**config.mk**
```make
export PLATFORM = sky130hd
export DESIGN_NAME = typed_frame_receiver_crc16_core
export DESIGN_NICKNAME = d
export VERILOG_FILES = /design/src/sv/tfr_pkg.sv /design/src/sv/tfr_crc16.sv /design/src/sv/tfr_parser.sv /design/src/sv/tfr_out_buf.sv /design/src/sv/typed_frame_receiver_crc16_core.sv
export SDC_FILE = /design/constraint.sdc
export NUM_CORES = 1
export LEC_CHECK = 0
export BUFFER_PORTS_ARGS = -buffer_cell sky130_fd_sc_hd__buf_2
export CAP_MARGIN = 20
export CORE_ASPECT_RATIO = 1.25
export CORE_UTILIZATION = 45
export DETAILED_ROUTE_END_ITERATION = 10
export GPL_TIMING_DRIVEN = 0
export PLACE_DENSITY = 0.64
export SKIP_CTS_REPAIR_TIMING = 1
export SYNTH_ARGS = -nofsm -noshare
export SYNTH_HDL_FRONTEND = slang
export SYNTH_SLANG_ARGS = --single-unit
```
**constraint.sdc**
```tcl
create_clock -name clk -period 4.64 [get_ports clk]
set_input_delay 0.464 -clock clk [delete_from_list [all_inputs] [get_ports clk]]
set_output_delay 0.464 -clock clk [all_outputs]
set_load 0.01 [all_outputs]
```
**src/sv/tfr_pkg.sv**
```systemverilog
// ----------------------------------------------------------------------------
// tfr_pkg
// Shared types and constants for the typed frame receiver with CRC-16.
// ----------------------------------------------------------------------------
package tfr_pkg;

    // Payload capacity in bytes; widths of the payload counters follow from it
    localparam int MAX_PAYLOAD = 64;
    localparam int POS_W       = $clog2(MAX_PAYLOAD + 1);

    // Legal length word range: L >= 2, and L - 2 may not exceed the capacity
    localparam logic [15:0] LEN_MIN = 16'd2;
    localparam logic [15:0] LEN_MAX = 16'(MAX_PAYLOAD + 2);

    // CRC-16/MODBUS
    localparam logic [15:0] CRC_INIT = 16'hFFFF;
    localparam logic [15:0] CRC_POLY = 16'hA001;

    // Configuration register indexes
    localparam int CFG_IDX_W = 4;
    localparam logic [CFG_IDX_W-1:0] CFG_START_WORD   = 4'd0;
    localparam logic [CFG_IDX_W-1:0] CFG_TYPE_SENSOR  = 4'd1;
    localparam logic [CFG_IDX_W-1:0] CFG_TYPE_DEVICE  = 4'd2;
    localparam logic [CFG_IDX_W-1:0] CFG_TYPE_CONTROL = 4'd3;

    // Result kinds
    localparam logic [1:0] KIND_PAYLOAD = 2'd0;
    localparam logic [1:0] KIND_ACCEPT  = 2'd1;
    localparam logic [1:0] KIND_REJECT  = 2'd2;

    // Frame types
    localparam logic [1:0] FT_SENSOR  = 2'd0;
    localparam logic [1:0] FT_DEVICE  = 2'd1;
    localparam logic [1:0] FT_CONTROL = 2'd2;

    // Error codes
    localparam logic [2:0] ERR_NONE  = 3'd0;
    localparam logic [2:0] ERR_START = 3'd1;
    localparam logic [2:0] ERR_TYPE  = 3'd2;
    localparam logic [2:0] ERR_LEN   = 3'd3;
    localparam logic [2:0] ERR_CRC   = 3'd4;

    localparam int TDATA_W = 32;

    typedef struct packed {
        logic [15:0] start_word;
        logic [15:0] type_sensor;
        logic [15:0] type_device;
        logic [15:0] type_control;
    } cfg_t;

    typedef struct packed {
        logic [1:0] out_kind;
        logic [7:0] payload_byte;
        logic [5:0] payload_index;
        logic [1:0] frame_type;
        logic [2:0] error_code;
        logic [6:0] frame_bytes;
    } result_t;

endpackage

```
**src/sv/tfr_crc16.sv**
```systemverilog
// ----------------------------------------------------------------------------
// tfr_crc16
// One-byte CRC-16/MODBUS update, reflected, LSB first.
// ----------------------------------------------------------------------------
module tfr_crc16 (
    input  logic [15:0] crc_in,
    input  logic [7:0]  data,
    output logic [15:0] crc_out
);
    import tfr_pkg::*;

    always_comb
    begin
        logic [15:0] c;
        c = crc_in ^ {8'h00, data};
        for (int k = 0; k < 8; k++)
        begin
            if (c[0])
                c = (c >> 1) ^ CRC_POLY;
            else
                c = c >> 1;
        end
        crc_out = c;
    end

endmodule

```
**src/sv/tfr_parser.sv**
```systemverilog
// ----------------------------------------------------------------------------
// tfr_parser
// Frame state machine: header decode, payload emission, CRC check.
// ----------------------------------------------------------------------------
module tfr_parser (
    input  logic             clk,
    input  logic             rst_n,
    input  tfr_pkg::cfg_t    cfg,
    input  logic             accept,
    input  logic [7:0]       rx_byte,
    input  logic             frame_first,
    output logic             res_valid,
    output tfr_pkg::result_t res
);
    import tfr_pkg::*;

    typedef enum logic [2:0] {
        PH_IDLE,
        PH_START,
        PH_TYPE,
        PH_LEN,
        PH_PAYLOAD,
        PH_CRC
    } phase_t;

    phase_t             phase_reg, phase_next;
    logic [15:0]        crc_reg, crc_next;
    logic [7:0]         held_reg, held_next;
    logic               toggle_reg, toggle_next;
    logic [1:0]         kind_reg, kind_next;
    logic [POS_W-1:0]   rem_reg, rem_next;
    logic [POS_W-1:0]   pos_reg, pos_next;
    logic [7:0]         crc_low_reg, crc_low_next;

    phase_t             eff_phase;
    logic               eff_toggle;
    logic [1:0]         eff_kind;
    logic [POS_W-1:0]   eff_pos;
    logic [POS_W-1:0]   eff_rem;
    logic [7:0]         eff_crc_low;
    logic [15:0]        crc_in;
    logic [15:0]        crc_upd;
    logic [15:0]        word;
    logic [15:0]        rx_crc;
    logic [15:0]        nb_sum;
    logic [15:0]        pos_wide;

    // A first-flagged byte restarts the frame before it is decoded
    assign eff_phase   = frame_first ? PH_START : phase_reg;
    assign eff_toggle  = frame_first ? 1'b0 : toggle_reg;
    assign eff_kind    = frame_first ? FT_SENSOR : kind_reg;
    assign eff_pos     = frame_first ? '0 : pos_reg;
    assign eff_rem     = frame_first ? '0 : rem_reg;
    assign eff_crc_low = frame_first ? 8'h00 : crc_low_reg;
    assign crc_in      = frame_first ? CRC_INIT : crc_reg;

    assign word     = {rx_byte, held_reg};
    assign rx_crc   = {rx_byte, eff_crc_low};
    assign pos_wide = 16'(eff_pos);
    assign nb_sum   = pos_wide + 16'd8;

    tfr_crc16 u_crc (
        .crc_in  (crc_in),
        .data    (rx_byte),
        .crc_out (crc_upd)
    );

    always_comb
    begin
        phase_next   = phase_reg;
        crc_next     = crc_reg;
        held_next    = held_reg;
        toggle_next  = toggle_reg;
        kind_next    = kind_reg;
        rem_next     = rem_reg;
        pos_next     = pos_reg;
        crc_low_next = crc_low_reg;
        res_valid    = 1'b0;
        res          = '0;

        if (accept && (frame_first || phase_reg != PH_IDLE))
        begin
            phase_next   = eff_phase;
            toggle_next  = eff_toggle;
            kind_next    = eff_kind;
            rem_next     = eff_rem;
            pos_next     = eff_pos;
            crc_low_next = eff_crc_low;
            if (eff_phase != PH_CRC)
                crc_next = crc_upd;
            else
                crc_next = crc_in;

            unique case (eff_phase)
                PH_START, PH_TYPE, PH_LEN:
                begin
                    if (!eff_toggle)
                    begin
                        held_next   = rx_byte;
                        toggle_next = 1'b1;
                    end
                    else
                    begin
                        toggle_next = 1'b0;
                        if (eff_phase == PH_START)
                        begin
                            if (word != cfg.start_word)
                            begin
                                phase_next     = PH_IDLE;
                                res_valid      = 1'b1;
                                res.out_kind   = KIND_REJECT;
                                res.error_code = ERR_START;
                            end
                            else
                                phase_next = PH_TYPE;
                        end
                        else if (eff_phase == PH_TYPE)
                        begin
                            // sensor wins over device, device over control
                            phase_next = PH_LEN;
                            if (word == cfg.type_sensor)
                                kind_next = FT_SENSOR;
                            else if (word == cfg.type_device)
                                kind_next = FT_DEVICE;
                            else if (word == cfg.type_control)
                                kind_next = FT_CONTROL;
                            else
                            begin
                                phase_next     = PH_IDLE;
                                res_valid      = 1'b1;
                                res.out_kind   = KIND_REJECT;
                                res.error_code = ERR_TYPE;
                            end
                        end
                        else
                        begin
                            if (word < LEN_MIN || word > LEN_MAX)
                            begin
                                phase_next     = PH_IDLE;
                                res_valid      = 1'b1;
                                res.out_kind   = KIND_REJECT;
                                res.frame_type = eff_kind;
                                res.error_code = ERR_LEN;
                            end
                            else
                            begin
                                rem_next   = POS_W'(word - LEN_MIN);
                                pos_next   = '0;
                                phase_next = (word == LEN_MIN) ? PH_CRC : PH_PAYLOAD;
                            end
                        end
                    end
                end
                PH_PAYLOAD:
                begin
                    res_valid         = 1'b1;
                    res.out_kind      = KIND_PAYLOAD;
                    res.payload_index = pos_wide[5:0];
                    res.frame_type    = eff_kind;
                    // control frames hide payload past the first two bytes
                    if (eff_kind == FT_CONTROL && pos_wide >= 16'd2)
                        res.payload_byte = 8'h00;
                    else
                        res.payload_byte = rx_byte;
                    pos_next = eff_pos + POS_W'(1);
                    rem_next = eff_rem - POS_W'(1);
                    if (eff_rem == POS_W'(1))
                        phase_next = PH_CRC;
                end
                PH_CRC:
                begin
                    if (!eff_toggle)
                    begin
                        crc_low_next = rx_byte;
                        toggle_next  = 1'b1;
                    end
                    else
                    begin
                        toggle_next    = 1'b0;
                        phase_next     = PH_IDLE;
                        res_valid      = 1'b1;
                        res.frame_type = eff_kind;
                        if (rx_crc != crc_in)
                        begin
                            res.out_kind   = KIND_REJECT;
                            res.error_code = ERR_CRC;
                        end
                        else
                        begin
                            res.out_kind    = KIND_ACCEPT;
                            res.frame_bytes = nb_sum[6:0];
                        end
                    end
                end
                default:
                begin
                    phase_next = PH_IDLE;
                end
            endcase
        end
    end

    always_ff @(posedge clk or negedge rst_n)
    begin
        if (!rst_n)
        begin
            phase_reg   <= PH_IDLE;
            crc_reg     <= CRC_INIT;
            held_reg    <= 8'h00;
            toggle_reg  <= 1'b0;
            kind_reg    <= FT_SENSOR;
            rem_reg     <= '0;
            pos_reg     <= '0;
            crc_low_reg <= 8'h00;
        end
        else
        begin
            phase_reg   <= phase_next;
            crc_reg     <= crc_next;
            held_reg    <= held_next;
            toggle_reg  <= toggle_next;
            kind_reg    <= kind_next;
            rem_reg     <= rem_next;
            pos_reg     <= pos_next;
            crc_low_reg <= crc_low_next;
        end
    end

endmodule

```
**src/sv/tfr_out_buf.sv**
```systemverilog
// ----------------------------------------------------------------------------
// tfr_out_buf
// Output register with skid slot; input ready depends on registers only.
// ----------------------------------------------------------------------------
module tfr_out_buf (
    input  logic             clk,
    input  logic             rst_n,
    input  logic             push,
    input  tfr_pkg::result_t push_data,
    output logic             in_ready,
    output logic             out_valid,
    input  logic             out_ready,
    output tfr_pkg::result_t out_data
);
    import tfr_pkg::*;

    logic    out_valid_reg, out_valid_next;
    logic    skid_valid_reg, skid_valid_next;
    result_t out_data_reg, out_data_next;
    result_t skid_data_reg, skid_data_next;
    logic    pop;

    assign in_ready  = !skid_valid_reg;
    assign out_valid = out_valid_reg;
    assign out_data  = out_data_reg;
    assign pop       = out_valid_reg && out_ready;

    always_comb
    begin
        out_valid_next  = out_valid_reg;
        skid_valid_next = skid_valid_reg;
        out_data_next   = out_data_reg;
        skid_data_next  = skid_data_reg;
        if (!out_valid_reg || pop)
        begin
            if (skid_valid_reg)
            begin
                out_data_next   = skid_data_reg;
                out_valid_next  = 1'b1;
                skid_valid_next = 1'b0;
            end
            else
            begin
                out_data_next  = push_data;
                out_valid_next = push;
            end
        end
        else if (push)
        begin
            skid_data_next  = push_data;
            skid_valid_next = 1'b1;
        end
    end

    always_ff @(posedge clk or negedge rst_n)
    begin
        if (!rst_n)
        begin
            out_valid_reg  <= 1'b0;
            skid_valid_reg <= 1'b0;
        end
        else
        begin
            out_valid_reg  <= out_valid_next;
            skid_valid_reg <= skid_valid_next;
        end
    end

    always_ff @(posedge clk)
    begin
        out_data_reg  <= out_data_next;
        skid_data_reg <= skid_data_next;
    end

endmodule

```
**src/sv/typed_frame_receiver_crc16_core.sv**
```systemverilog
// ----------------------------------------------------------------------------
// typed_frame_receiver_crc16_core
// Typed serial frame receiver: start/type/length header, payload, CRC-16.
// ----------------------------------------------------------------------------
// Results are registered in the output register or the skid slot.
// Throughput: one byte per cycle while the skid slot is free (s_tready low
// otherwise); the byte-wide CRC update and the header decode are combinational in front of the parser state registers.
// Reset (rst_n low, asynchronous): parser idle, CRC 0xFFFF, configuration
// registers zero, output buffer empty. No clearing pass is needed.
// ----------------------------------------------------------------------------
module typed_frame_receiver_crc16_core (
    input  logic                         clk,
    input  logic                         rst_n,
    // byte stream in
    input  logic                         s_tvalid,
    output logic                         s_tready,
    input  logic [7:0]                   s_tdata,   // [7:0] rx_byte
    input  logic                         s_tuser,   // [0] frame_first
    // result stream out
    output logic                         m_tvalid,
    input  logic                         m_tready,
    // [7:0] payload_byte, [13:8] payload_index, [15:14] frame_type,
    // [18:16] error_code, [25:19] frame_bytes, [31:26] zero
    output logic [tfr_pkg::TDATA_W-1:0]  m_tdata,
    output logic [1:0]                   m_tuser,   // [1:0] out_kind
    // configuration writes
    input  logic                         cfg_valid,
    output logic                         cfg_ready,
    input  logic [tfr_pkg::CFG_IDX_W-1:0] cfg_index,
    input  logic [15:0]                  cfg_data
);
    import tfr_pkg::*;

    cfg_t    cfg_reg, cfg_next;
    logic    accept;
    logic    res_valid;
    result_t res;
    result_t out_res;

    // Configuration is a plain register file; writes always complete.
    assign cfg_ready = 1'b1;

    always_comb
    begin
        cfg_next = cfg_reg;
        if (cfg_valid)
        begin
            unique case (cfg_index)
                CFG_START_WORD:   cfg_next.start_word   = cfg_data;
                CFG_TYPE_SENSOR:  cfg_next.type_sensor  = cfg_data;
                CFG_TYPE_DEVICE:  cfg_next.type_device  = cfg_data;
                CFG_TYPE_CONTROL: cfg_next.type_control = cfg_data;
                default:          cfg_next = cfg_reg;    // unmapped index ignored
            endcase
        end
    end

    always_ff @(posedge clk or negedge rst_n)
    begin
        if (!rst_n)
            cfg_reg <= '0;
        else
            cfg_reg <= cfg_next;
    end

    // A byte transaction happens whenever a byte is offered and the skid slot is free, so bytes keep
    // flowing while one result waits at the output.
    assign accept = s_tvalid && s_tready;

    tfr_parser u_parser (
        .clk         (clk),
        .rst_n       (rst_n),
        .cfg         (cfg_reg),
        .accept      (accept),
        .rx_byte     (s_tdata),
        .frame_first (s_tuser),
        .res_valid   (res_valid),
        .res         (res)
    );

    // res_valid is only raised for an accepted byte
    tfr_out_buf u_out_buf (
        .clk       (clk),
        .rst_n     (rst_n),
        .push      (res_valid),
        .push_data (res),
        .in_ready  (s_tready),
        .out_valid (m_tvalid),
        .out_ready (m_tready),
        .out_data  (out_res)
    );

    assign m_tuser = out_res.out_kind;
    assign m_tdata = {6'b000000,
                      out_res.frame_bytes,
                      out_res.error_code,
                      out_res.frame_type,
                      out_res.payload_index,
                      out_res.payload_byte};

endmodule
```
==> run metrics, run 1 <==
setup tns final 0 ns; top area cells in the synthesized netlist dfrtp_1 (28%), edfxtp_1 (19%), mux2_2 (8.9%); number of global-route vias before repair 6231; Yosys Warn Count 0; largest net degree at the start of global routing 86; residual DRC count 0; Max Freq 323 MHz; post-synthesis cell count 792; setup ws final 1.54 ns; CTS tree yes; mean post-synth cell area 11.4 sq um; Nets 924; Slew HR 33.5%; unrepaired setup endpoints after global routing false; first-pass GRT wire length 33.4 mm; initial drt markers 393; #FFs+latches synth 174; Hold Path Class primary input to flop; post-synth cell types 68; Starting Density 46.2%; vias per cell 5.42; share of the synthesized area in the top cell type 28.2%; Layout area overhead 14.5%; Port Buffer Count 62; die width 129 microns; Die Y 161 microns; vias 6279; Fin. Hold Viols 0; Max FO, Critical Path 28; routability-driven placement congestion ratio 0.854; Placeable Area 19600 sq um; Reg clk slew, reported paths 0.07 ns; Post-synth ARST share 67.8%; Leak 4.59 nW; Clock Skew 0.0145 ns; max cap viols 0; WL per Instance 17.8 microns; Diodes inserted 0; initial antenna violation count 0; pwr dens 438 nW/um^2; crit start category flop; Worst R2R Setup Slack 1.54 ns; share of layout cells above drive strength 1 26.4%; Clock Latency Late Sink 0.44 ns; Arr. time, crit path 3.16 ns; H-tree Lvls 4; pins over their slew limit 0; CTS Sinks 174; maximum buffer depth of the clock tree 2; post-layout min period 3.10 ns; Post-DP HPWL 14.8 mm; Post-Syn Area 9060 sq um; top_reg_cell synth dfrtp_1; total die area 20700 sq um; row count 57; sequential fraction of the synthesis area 51.3%; outcome completed; grt ovf 0; number of I/O pins 71; Total GRT Usage 21.3%; Worst setup EP type flop; final wirelength 20.6 mm; period utilization 66.7%; Post-DRT Antenna Nets 0; Largest register FFs 64; Num CTS Buffers 17; Root Driver clkbuf_16; Crit Path Category flop to flop; dominant cell type by area after synthesis dfrtp_1; worst slack, placed 1.32 ns; Final setup violation count 0; number of iterations in the first detailed-routing pass 5; number of flops mapped to enable cells by yosys 56; worst path required time 4.70 ns; worst vdd ir 0.292 mV; Worst-Margin Slew 0.996 ns
critical path, stage by stage, from the launching register on:
cell and delay, ns:
dfrtp_1 0.33, buf_2 0.26, xor2_1 0.26, nor4_1 0.15, and4_1 0.25, nor4_2 0.38
o21ai_0 0.30, a21oi_4 0.78
per-layer routing:
| metal | track usage, % | vias up | wire, microns | share of wire [%] |
|---|---|---|---|---|
| met5 | 0 | - | 0 | 0 |
| li1 | - | 3003 | - | - |
| met1 | 26.5 | 3094 | 8920 | 43 |
| met4 | 7.54 | 0 | 352 | 1.7 |
| met3 | 3.40 | 26 | 826 | 4.0 |
| met2 | 37.0 | 156 | 10500 | 51 |
final cells by class:
cell class,instances,area [sq um]
inverter,15,56.3
buffer,49,275
clock inverter,15,166
fill,1693,9230
clock buffer,17,425
timing repair buffer,65,362
multi-input combinational,559,4110
tap,265,332
sequential,174,4650
synthesized netlist by cell type, types with 13 or more instances:
cell,number
dfrtp_1,102
mux2_2,72
nand2_1,60
xor2_1,60
edfxtp_1,56
nor2_1,52
xnor2_1,48
o21ai_0,33
a21o_1,30
a21oi_1,21
clkbuf_1,16
dfstp_2,16
and2_1,15
buf_2,15
inv_1,15
nor4_1,15
buf_4,13
nor3_1,13
path summary, 6_finish.rpt:
path                                             startpoint                                   end  cells past startpoint
max in group asynchronous                             rst_n       u_parser.crc_reg[7]$_DFFE_PN1P_                      3
min                                            cfg_data[11]               cfg_reg[43]$_DFFE_PN0P_                      2
max reg2reg                u_parser.held_reg[3]$_DFFE_PN0P_  u_out_buf.skid_data_reg[1]$_DFFE_PP_                      7
min in group asynchronous                             rst_n       u_parser.pos_reg[3]$_DFFE_PN0P_                      2
min reg2reg                u_parser.kind_reg[1]$_DFFE_PN0P_      u_parser.kind_reg[1]$_DFFE_PN0P_                      1
max                        u_parser.held_reg[3]$_DFFE_PN0P_  u_out_buf.skid_data_reg[1]$_DFFE_PP_                      7
through the flow:
stage	instances	util (%)	total power, W	hold WS, ns	cell area (sq um)
detailed placement	1126	49.9	0.00313	0.383	9780
CTS	1158	52.9	0.00457	-0.0789	10400
global placement	1124	49.6	0.00310	0.472	9730
finish	1159	52.9	0.00454	0.294	10400
global route	1159	52.9	0.00474	0.301	10400
floorplan	797	-	0.00283	0.168	9080
cells in the final DEF, fill, tap and decap left out, types with 6 or more instances in the layout:
cell type / Yosys / routed
dfstp_2: 16 / 16
nor2_1: 52 / 52
and2_1: 15 / 15
nor4_1: 15 / 15
a21oi_1: 21 / 20
o21ai_0: 33 / 33
clkbuf_16: 0 / 17
xnor2_1: 48 / 48
nand4_1: 12 / 12
xor2_1: 60 / 60
edfxtp_1: 56 / 56
nor2b_1: 6 / 6
o31ai_1: 6 / 6
o211ai_1: 7 / 7
a21o_1: 30 / 30
buf_4: 13 / 14
mux2_2: 72 / 72
nor3_1: 13 / 13
ha_1: 9 / 9
nand3_1: 12 / 12
nand2_1: 60 / 60
buf_2: 15 / 76
clkbuf_1: 16 / 16
inv_1: 15 / 15
conb_1: 2 / 7
dfrtp_1: 102 / 102
a22o_1: 10 / 10
power by group:
group | leakage [nW] | switching [W] | internal, W
registers | 2.03 | 0.000173 | 0.00184
logic | 2.26 | 0.000555 | 0.000522
clock network | 0.289 | 0.000681 | 0.000769
cells by family after synthesis:
group	count (synthesis)	synth area share, %
compound gates	145	11.0
xor+xnor	111	11.2
fa+ha+maj	9	1.24
buf+inv	64	3.66
flops	174	51.3
mux	73	9.05
other cells	2	0.0828
simple gates	214	12.4
(Power assumes the default switching activity.)
==> run 2, diff against run 1 <==
- ABC_AREA: unset -> 1
- clock period: 4.64 -> 3 ns (I/O delays scaled with it)
==> run 2 against run 1 <==
Effect of this change: global-route usage increased by 2.4 points; clock skew decreased by 0.0058 ns; fmax increased by 12%; clock-buffer cell count increased by 1; synthesized cell count increased by 50%; critical endpoint is now u_out_buf.skid_data_reg[20]$_DFFE_PP_; critical path type unchanged; non-clock buffer count increased by 4; largest power group unchanged; core utilization about the same; area after synthesis increased by 3.9%; via count increased by 26%; wire length increased by 16%; sequential cell count unchanged; final cell count increased by 35%.
==> run metrics, run 2 <==
Total GRT Usage 23.7%; WL per Instance 15.3 microns; Post-synth ARST share 67.8%; Slew HR 57.0%; worst path required time 3.14 ns; Arr. time, crit path 2.91 ns; max cap viols 0; Clock Latency Late Sink 0.44 ns; post-synth cell types 50; period utilization 92.2%; Layout area overhead 14.2%; post-synthesis cell count 1191; cells along the critical path clkbuf_1, inv_1, nand2_1, nand2_1, nor2_1, nand2_1, nor2_1, nand2_1, nand3_1, nand2_1, nand3_1, nand2_1, nand2_1, nand2_1, nand2_1, nor2_4, buf_8; routability-driven placement congestion ratio 0.891; Placeable Area 20300 sq um; share of the synthesized area in the top cell type 27.1%; final wirelength 23.9 mm; commonest non-fill, non-tap cell in the layout nand2_1; Worst setup EP type flop; #FFs+latches synth 174; Total Power 0.00829 W; number of I/O pins 71; CP most frequent cell nand2_1; first-pass GRT wire length 39.3 mm; Clock Skew 0.00866 ns; Fillers 1997; Slowest Stage Delay on Critical Path 0.36 ns; Fin. Hold Viols 0; post-layout min period 2.77 ns; initial drt markers 455; cell with the most instances after synthesis nand2_1; die width 131 microns; Root Driver clkbuf_16; Worst-Margin Slew 0.645 ns; vias 7897; unrepaired setup endpoints after global routing false; residual DRC count 0; top_reg_cell synth dfrtp_1; Die Y 164 microns; top area cells in the synthesized netlist dfrtp_1 (27%), edfxtp_1 (18%), nand2_1 (15%); Starting Density 46.3%; pins over their slew limit 0; Post-synth top cells nand2_1 (380), inv_1 (137), o21ai_0 (126); largest net degree at the start of global routing 68; vias per cell 5.05; Yosys Warn Count 0; maximum buffer depth of the clock tree 2; Largest register FFs 64; outcome completed; sequential fraction of the synthesis area 49.4%; Max Freq 361 MHz; highest-count cells in the layout ignoring fill and taps nand2_1 (380), inv_1 (135), o21ai_0 (126); Leak 5.13 nW; Port Buffer Count 57; Reg clk slew, reported paths 0.07 ns; worst hold slack 0.175 ns; Post-DP HPWL 17.7 mm; Post-Syn Area 9420 sq um; slowest CP cell dfrtp_1; pwr dens 771 nW/um^2; initial antenna violation count 0; Max FO, Critical Path 19; Crit Path Category flop to flop; Num CTS Buffers 17; Final setup violation count 0; Hold Path Class primary input to flop; number of global-route vias before repair 7641; crit start category flop; mean post-synth cell area 7.91 sq um; CTS Sinks 174; Diodes inserted 0; CTS tree yes; share of layout cells above drive strength 1 13.3%; number of iterations in the first detailed-routing pass 7; H-tree Lvls 4; grt ovf 0; Nets 1325; Post-DRT Antenna Nets 0; row count 58; total die area 21500 sq um; dominant cell type by area after synthesis dfrtp_1; worst vdd ir 0.412 mV; number of flops mapped to enable cells by yosys 56
run 2: cell types whose count changed after synthesis, moves of 15 or more:
cell / change
a21o_1: -28
and2_1: -15
inv_1: +122
mux2_2: -72
nand2_1: +320
nand3_1: +17
nor2_1: +56
o21ai_0: +93
xnor2_1: -24
xor2_1: -36
run 2: logic make-up after synthesis:
logic type | Yosys count | synth area share (%)
adders and majority gates | 9 | 1.20
xor gates and xnor gates | 49 | 4.64
and+or+nand+nor | 562 | 24.4
other | 2 | 0.0798
DFF | 174 | 49.4
buffers and inverters | 198 | 8.69
AOI/OAI and AO/OA | 197 | 11.6
run 2: worst max-delay path, delay by kind of cell, from the launching register on:
kind,cells,cell delay (ns)
buf+inv,3,0.61
flops,1,0.36
simple gates,14,1.50
run 2: power by group:
group	switching [W]	internal [W]	leakage, nW
Clock	0.000998	0.00116	0.267
Combinational	0.00172	0.000962	2.85
Sequential	0.000357	0.00309	2.01
run 2: per-stage QoR:
step / area, sq um / TNS, ns / setup slack, ns / utilization [%] / instances
floorplan: 9440 / 0 / 0.383 / - / 1196
global placement: 10100 / -14.27 / -0.512 / 49.5 / 1523
detailed placement: 10100 / -2.62 / -0.139 / 49.9 / 1526
CTS: 10700 / -0.500 / -0.0293 / 52.6 / 1558
global route: 10800 / 0 / 0.00614 / 52.9 / 1565
finish: 10800 / 0 / 0.234 / 52.9 / 1565
run 2: per-layer routing:
metal | track usage [%] | up-vias | routed length [microns]
li1 | - | 3970 | -
met1 | 27.9 | 3709 | 10100
met2 | 44.0 | 183 | 12500
met3 | 3.67 | 35 | 905
met4 | 7.77 | 0 | 460
met5 | 0 | - | 0
run 2: area by class of cell:
cell class / count / area, sq um / share of cell area (%)
sequential: 174 / 4650 / 43.3
timing repair buffer: 67 / 417 / 3.87
multi-input combinational: 824 / 3970 / 36.9
inverter: 147 / 554 / 5.15
clock inverter: 14 / 130 / 1.21
clock buffer: 18 / 429 / 3.99
tap: 270 / 338 / 3.14
buffer: 51 / 264 / 2.45
run 2: worst paths after layout:
kind | from | endpoint | slack, ns | cells past startpoint
min in group asynchronous | rst_n | cfg_reg[58]$_DFFE_PN0P_ | 0.43 | 2
worst max register to register | u_parser.held_reg[6]$_DFFE_PN0P_ | u_out_buf.skid_data_reg[20]$_DFFE_PP_ | 0.23 | 17
worst min register to register | u_parser.crc_reg[8]$_DFFE_PN1P_ | u_parser.crc_reg[8]$_DFFE_PN1P_ | 0.46 | 2
worst min-delay path | cfg_data[8] | cfg_reg[24]$_DFFE_PN0P_ | 0.17 | 3
max in group asynchronous | rst_n | u_parser.crc_reg[6]$_DFFE_PN1P_ | 1.82 | 3
worst max-delay path | u_parser.held_reg[6]$_DFFE_PN0P_ | u_out_buf.skid_data_reg[20]$_DFFE_PP_ | 0.23 | 17
